**config.mk**
```make
export PLATFORM = sky130hd
export DESIGN_NAME = timed_event_slot_table_core
export DESIGN_NICKNAME = d
export VERILOG_FILES = /design/src/sv/tet_pkg.sv /design/src/sv/tet_cell.sv /design/src/sv/timed_event_slot_table_core.sv
export SDC_FILE = /design/constraint.sdc
export NUM_CORES = 2
export LEC_CHECK = 0
export BUFFER_PORTS_ARGS = -buffer_cell sky130_fd_sc_hd__buf_4
export CORE_MARGIN = 2
export CORE_UTILIZATION = 51
export DETAILED_ROUTE_END_ITERATION = 16
export PLACE_DENSITY = 0.64
export SYNTH_ARGS = -nofsm -noshare
export SYNTH_HDL_FRONTEND = slang
export SYNTH_SLANG_ARGS = --single-unit
```
**constraint.sdc**
```tcl
create_clock -name clk -period 19.5 [get_ports clk]
set_input_delay 0.975 -clock clk [delete_from_list [all_inputs] [get_ports clk]]
set_output_delay 0.975 -clock clk [all_outputs]
set_load 0.05 [all_outputs]
```
**src/sv/tet_pkg.sv**
```systemverilog
package tet_pkg;

	localparam int SLOT_COUNT   = 32;
	localparam int MAX_RESULTS  = 32;
	localparam int SLOT_W       = (SLOT_COUNT > 1) ? $clog2(SLOT_COUNT) : 1;
	localparam int CNT_W        = $clog2(MAX_RESULTS + 1);
	localparam int TICK_W       = 32;
	localparam int SLOT_FIELD_W = 5;

	localparam logic KIND_SCHEDULE = 1'b0;
	localparam logic KIND_POLL     = 1'b1;

	typedef enum logic [1:0] {
		ST_IDLE,
		ST_SCAN,
		ST_FIN
	} state_t;

	// broadcast from the sequencer to every cell
	typedef struct packed {
		logic              poll;
		logic              fire_en;
		logic [TICK_W-1:0] tick;
	} cell_cmd_t;

endpackage

```
**src/sv/tet_cell.sv**
```systemverilog
module tet_cell (
	input  logic               clk,
	input  logic               arst_n,
	input  tet_pkg::cell_cmd_t cmd,
	input  logic               tok_in,
	output logic               tok_out,
	output logic               hit
);

	logic                       tok_q;
	logic                       active_q;
	logic [tet_pkg::TICK_W-1:0] deadline_q;
	logic                       due;

	assign due = active_q && (deadline_q <= cmd.tick) && cmd.fire_en;
	assign hit = tok_q && (cmd.poll ? due : !active_q);

	// a schedule token stops at the first free cell; a poll token runs the whole row
	assign tok_out = tok_q && (cmd.poll || active_q);

	always_ff @(posedge clk or negedge arst_n) begin
		if (!arst_n) begin
			tok_q    <= 1'b0;
			active_q <= 1'b0;
		end else begin
			tok_q <= tok_in;
			if (hit) begin
				active_q <= !cmd.poll;
			end
		end
	end

	always_ff @(posedge clk) begin
		if (hit && !cmd.poll) begin
			deadline_q <= cmd.tick;
		end
	end

endmodule

```
**src/sv/timed_event_slot_table_core.sv**
```systemverilog
// Table of one-shot timed events held in a row of cells, one cell per slot.
// Command channel: drive kind and tick_value with start high; the item is
// taken at the rising edge where start is high and busy is low.
// A schedule (kind 0) sends a token down the row that stops in the lowest
// free cell, which stores the deadline; one reply follows, or table_full.
// A poll (kind 1) walks the token over every cell, one cell per clock; each
// active cell whose deadline is at or below the tick fires and frees itself.
// Results appear on the result ports for one cycle with result_valid high;
// they cannot be held off. A fired slot is held until the next fire or the
// end of the scan so the final one of a run carries last_of_run; a poll
// firing nothing gives a single reply with fired low.
// Busy: a schedule stays busy until its token lands in a free cell or the
// row ends; a poll stays busy while its token walks the whole row and
// until its final reply is issued. No new command is taken while busy.
// Reset clears every slot's active bit and the sequencer; deadlines are
// written before they are ever compared.
module timed_event_slot_table_core (
	input  logic                                 clk,
	input  logic                                 arst_n,
	input  logic                                 start,
	output logic                                 busy,
	input  logic                                 kind,
	input  logic [tet_pkg::TICK_W-1:0]           tick_value,
	output logic                                 result_valid,
	output logic                                 reply_kind,
	output logic [tet_pkg::SLOT_FIELD_W-1:0]     slot,
	output logic                                 table_full,
	output logic                                 fired,
	output logic [tet_pkg::TICK_W-1:0]           fire_tick,
	output logic                                 last_of_run
);

	localparam int N = tet_pkg::SLOT_COUNT;

	tet_pkg::state_t            state_q, state_d;
	logic                       kind_q;
	logic [tet_pkg::TICK_W-1:0] tick_q;
	logic [tet_pkg::SLOT_W-1:0] pos_q;
	logic [tet_pkg::CNT_W-1:0]  cnt_q;
	logic                       pend_v_q;
	logic [tet_pkg::SLOT_W-1:0] pend_slot_q;

	logic                       accept;
	logic                       scan_end;
	logic                       any_hit;
	logic [N-1:0]               hits;
	logic [N:0]                 tok;
	tet_pkg::cell_cmd_t         cmd;

	logic                       emit;
	logic                       e_kind, e_full, e_fired, e_last;
	logic [tet_pkg::SLOT_W-1:0] e_slot;
	logic                       e_tick_sel;
	logic                       pend_set, pend_clr, cnt_inc;

	logic [tet_pkg::SLOT_W+tet_pkg::SLOT_FIELD_W-1:0] slot_ext;

	logic                                 valid_q;
	logic                                 rkind_q, full_q, fired_q, last_q;
	logic [tet_pkg::SLOT_FIELD_W-1:0]     slot_q;
	logic [tet_pkg::TICK_W-1:0]           ftick_q;

	assign busy     = (state_q != tet_pkg::ST_IDLE);
	assign accept   = start && !busy;
	assign scan_end = (pos_q == tet_pkg::SLOT_W'(N - 1));
	assign any_hit  = |hits;

	assign cmd.poll    = (kind_q == tet_pkg::KIND_POLL);
	assign cmd.fire_en = (cnt_q != tet_pkg::CNT_W'(tet_pkg::MAX_RESULTS));
	assign cmd.tick    = tick_q;

	assign tok[0] = accept;

	for (genvar i = 0; i < N; i++) begin : g_cell
		tet_cell u_cell (
			.clk     (clk),
			.arst_n  (arst_n),
			.cmd     (cmd),
			.tok_in  (tok[i]),
			.tok_out (tok[i+1]),
			.hit     (hits[i])
		);
	end

	always_comb begin
		state_d    = state_q;
		emit       = 1'b0;
		e_kind     = tet_pkg::KIND_SCHEDULE;
		e_slot     = '0;
		e_full     = 1'b0;
		e_fired    = 1'b0;
		e_last     = 1'b0;
		e_tick_sel = 1'b0;
		pend_set   = 1'b0;
		pend_clr   = 1'b0;
		cnt_inc    = 1'b0;
		unique case (state_q)
			tet_pkg::ST_IDLE: begin
				if (accept) begin
					state_d = tet_pkg::ST_SCAN;
				end
			end
			tet_pkg::ST_SCAN: begin
				if (!cmd.poll) begin
					if (any_hit) begin
						emit    = 1'b1;
						e_slot  = pos_q;
						e_last  = 1'b1;
						state_d = tet_pkg::ST_IDLE;
					end else if (scan_end) begin
						emit    = 1'b1;
						e_full  = 1'b1;
						e_last  = 1'b1;
						state_d = tet_pkg::ST_IDLE;
					end
				end else begin
					if (any_hit) begin
						// release the previous fire, park this one
						emit       = pend_v_q;
						e_kind     = tet_pkg::KIND_POLL;
						e_slot     = pend_slot_q;
						e_fired    = 1'b1;
						e_tick_sel = 1'b1;
						pend_set   = 1'b1;
						cnt_inc    = 1'b1;
					end
					if (scan_end) begin
						state_d = tet_pkg::ST_FIN;
					end
				end
			end
			tet_pkg::ST_FIN: begin
				emit       = 1'b1;
				e_kind     = tet_pkg::KIND_POLL;
				e_slot     = pend_v_q ? pend_slot_q : '0;
				e_fired    = pend_v_q;
				e_tick_sel = pend_v_q;
				e_last     = 1'b1;
				pend_clr   = 1'b1;
				state_d    = tet_pkg::ST_IDLE;
			end
			default: begin
				state_d = tet_pkg::ST_IDLE;
			end
		endcase
	end

	assign slot_ext = {{tet_pkg::SLOT_FIELD_W{1'b0}}, e_slot};

	always_ff @(posedge clk or negedge arst_n) begin
		if (!arst_n) begin
			state_q  <= tet_pkg::ST_IDLE;
			pend_v_q <= 1'b0;
			cnt_q    <= '0;
			pos_q    <= '0;
			valid_q  <= 1'b0;
		end else begin
			state_q <= state_d;
			valid_q <= emit;
			if (accept) begin
				pend_v_q <= 1'b0;
				cnt_q    <= '0;
				pos_q    <= '0;
			end else begin
				if (state_q == tet_pkg::ST_SCAN) begin
					pos_q <= pos_q + tet_pkg::SLOT_W'(1);
				end
				if (pend_set) begin
					pend_v_q <= 1'b1;
				end else if (pend_clr) begin
					pend_v_q <= 1'b0;
				end
				if (cnt_inc) begin
					cnt_q <= cnt_q + tet_pkg::CNT_W'(1);
				end
			end
		end
	end

	always_ff @(posedge clk) begin
		if (accept) begin
			kind_q <= kind;
			tick_q <= tick_value;
		end
		if (pend_set) begin
			pend_slot_q <= pos_q;
		end
		if (emit) begin
			rkind_q <= e_kind;
			slot_q  <= slot_ext[tet_pkg::SLOT_FIELD_W-1:0];
			full_q  <= e_full;
			fired_q <= e_fired;
			ftick_q <= e_tick_sel ? tick_q : '0;
			last_q  <= e_last;
		end
	end

	assign result_valid = valid_q;
	assign reply_kind   = rkind_q;
	assign slot         = slot_q;
	assign table_full   = full_q;
	assign fired        = fired_q;
	assign fire_tick    = ftick_q;
	assign last_of_run  = last_q;

endmodule
```
==> metrics.yaml <==
status:
  status: "complete, no violations"
synth:
  ys_async_sr_fraction_pct: 6.684
  netlist-cell-type-count: 78
  yosysWarningCount: 0
  synth-seq-cells: 1182
  synth_fp_nets: 5284
  avgSynthCellArea_um2: 14.09
  synthCells: 4217
  synth_area_leader_cell: "edfxtp_1"
  synthTopCellsByArea: "edfxtp_1 56%, ha_1 22%, dfrtp_1 3.3%, a21oi_1 3.2%, nand4_1 2.4%"
  synth_common_cells: "1,103 x edfxtp_1, 1,031 x ha_1, 381 x a21oi_1, 232 x nand4_1, 199 x nand2_1"
  yosysMostFrequentCell: "edfxtp_1"
  ys_seq_area_share_pct: 59.05
  yosys_most_used_dff: "edfxtp_1"
  synth_area_mm2: 0.05944
  synth_enable_flop_cells: 1103
  synth_top_cell_area_share_pct: 55.73
cts:
  clockBufferDepth: 3
  cts_buffers: 131
  root_buffer: "clkbuf_16"
  clk_pin_slew_ps: 60
  post_cts_buffers: 0
  clock_sinks: 1182
  tritoncts: "yes"
  cts_resized: 0
  clock_latency_ps: 760
  ctsHoldBuffers: 0
  cts_max_level: 4
pwr:
  p_int_uw: 4928
  power.switching_uw: 1994
  seqPwrFrac_pct: 43.2
  p_sw_share_pct: 28.81
  pwr-share-comb_pct: 19.2
  ir_worst_vdd_uv: 82.68
  powerDensity_mw_per_mm2: 103.0
  power.share.clock_pct: 37.6
  p_leak_uw: 0.02625
floorplanning:
  rows: 125
  die_area_mm2: 0.1193
  start_util_pct: 51.29
  io_pins: 79
  chipHeight_um: 345.4
  coreArea_mm2: 0.1159
  chipWidth_um: 345.4
grt:
  grt_max_degree: 65
  grt_pass1_vias: 37849
  grt-ovfl-total: 0
  antenna_found_initial: 6
  grt.total_usage_pct: 28.68
  grt_first_pass_wirelength_mm: 250.4
timing:
  tightest_slew_ps: 1434
  clock.fmax_mhz: 150.9
  post-route-min-period_ps: 6628
  skew_ps: 29.82
  drv_slew: 0
  hold_viol: 0
  min_period_over_period_pct: 33.99
  rsz0062_at_grt: "no"
  setup_tns_ps: 0
  fin_hold_ws_ps: 80.70
  maxSlewHeadroom_pct: 3.536
  setup_viol_count_final: 0
drt:
  firstDrtPassIters: 6
  drt-wirelength-per-cell_um: 27.78
  post_drt_via_cell_ratio: 6.274
  vias: 38554
  totalWireLength_mm: 170.7
  initialDrtViolationCount: 3803
  drc: 0
  antenna_left: 0
critical_path:
  ff2ff_setup_slack_ps: 12870
  crit_top_cell: "buf_4"
  crit_slowest_cell: "nor4_1"
  path_class: "reg -> reg"
  crit_chain: "buf_4, inv_2, buf_4, ha_1, nand4_1, nor4_1, o41ai_1, a41o_1, or4_1, nor4_1, and4_1, nand2_2, o21ai_0, a21oi_4, buf_4"
  crit_path_start_kind: "flip-flop"
  worstPathMaxFanout: 34
  worst_path_largest_cell_delay_ps: 840
  critical_path_required_ps: 19960
  arrival_ps: 7090
  critPathCaptureType: "flip-flop"
hold_path:
  hp-class: "in -> async"
placed_design:
  io_buffers: 78
  hpwl_mm: 116.2
  gp_congestion: 0.9009
cells_and_area:
  drive_above_1_share_pct: 9.656
  nets: 5583
  seq_area_mm2: 0.03510
  multi_input_area_mm2: 0.02381
  fillers: 9106
  areaGrowthSynthToFinish_pct: 13.03
run:
  drv_cap: 0
## through the flow
stage	power, µW	instances	cell area, µm²	setup slack [ps]	utilization, %
2_1_floorplan	3827	4217	59440	12940	-
3_3_place_gp	4327	5907	62690	13030	54.09
3_5_place_dp	4360	5907	62690	12980	54.09
4_1_cts	6950	6143	67170	12940	57.96
5_1_grt	7203	6143	67180	12750	57.97
6_report	6922	6145	67180	12870	57.97
## cells in the final DEF (no fill, tap or decap), drive strengths merged, types with 62 or more instances in the layout
master | Yosys | routed
nor4 | 62 | 62
buf | 12 | 189
o21ai | 155 | 155
edfxtp | 1103 | 1103
nand4 | 232 | 232
inv | 124 | 126
nand3 | 82 | 82
a21oi | 381 | 381
nand2 | 201 | 201
ha | 1031 | 1031
dfrtp | 79 | 79
a21o | 113 | 113
nor2 | 116 | 116
clkbuf | 11 | 169
## registers in the layout (all words and copies together), names as in the netlist
| register | flops |
|---|---|
| slot | 5 |
| g_cell.u_cell.deadline_q | 1024 |
| pos_q | 5 |
| result_valid | 1 |
| tick_q | 32 |
| pend_slot_q | 5 |
| pend_v_q | 1 |
| state_q | 2 |
| cnt_q | 6 |
| last_of_run | 1 |
| table_full | 1 |
| fired | 1 |
| fire_tick | 32 |
| reply_kind | 1 |
| kind_q | 1 |
| g_cell.u_cell.active_q | 32 |
| g_cell.u_cell.tok_q | 32 |
## critical path, delay by kind of cell, from the launching register on
kind | cells | cell delay, ps
simple gates | 6 | 3050
buf+inv | 4 | 1450
compound gates | 4 | 1130
fa+ha+maj | 1 | 350
flops | 1 | 320
## metal layers
layer | wire [µm] | share of wire [%] | global-route usage, %
met4 | 6449 | 3.8 | 10.61
met1 | 74540 | 44 | 41.62
met2 | 75430 | 44 | 43.82
met3 | 14250 | 8.3 | 4.319
met5 | 15 | 0.0088 | 0
## cell families (layout without fill, tap and decap cells)
kind of cell    Yosys count  after routing  synth area share [%]
flops                  1182           1182                 59.05
fa+ha+maj              1031           1031                 21.70
compound gates          930            930                 9.753
simple gates            916            916                 8.315
buf+inv                 147            549                 1.004
xor+xnor                  7              7                0.1032
mux                       4              4               0.06947
other cells               0              2                     0
## worst paths after layout
| check | to | cells past startpoint | startpoint |
|---|---|---|---|
| setup / recovery | fire_tick[23] | 15 | tick_q[21] |
| setup reg to reg | fire_tick[23] | 15 | tick_q[21] |
| max in group asynchronous | pos_q[2] | 2 | arst_n |
| hold reg to reg | g_cell[17].u_cell.tok_q | 1 | g_cell[16].u_cell.active_q |
| min in group clk | tick_q[5] | 1 | tick_value[5] |
| hold / removal | g_cell[19].u_cell.active_q | 1 | arst_n |
## power groups by stage
| stage | clock network, µW | logic [µW] | registers (µW) |
|---|---|---|---|
| 2_1_floorplan | 0 | 709 | 3120 |
| 3_3_place_gp | 0 | 1280 | 3040 |
| 3_5_place_dp | 0 | 1310 | 3050 |
| 4_1_cts | 2630 | 1320 | 2990 |
| 5_1_grt | 2740 | 1470 | 3000 |
| 6_report | 2600 | 1330 | 2990 |
## final cells by class
cell class / count / share of cell area (%)
clock buffer: 169 / 5.481
antenna: 2 / 0.007449
multi-input combinational: 2888 / 35.43
inverter: 124 / 0.6928
timing repair buffer: 189 / 2.112
sequential: 1182 / 52.24
tap: 1524 / 2.838
clock inverter: 67 / 1.194
No activity file was read; power rests on OpenSTA's default activity.
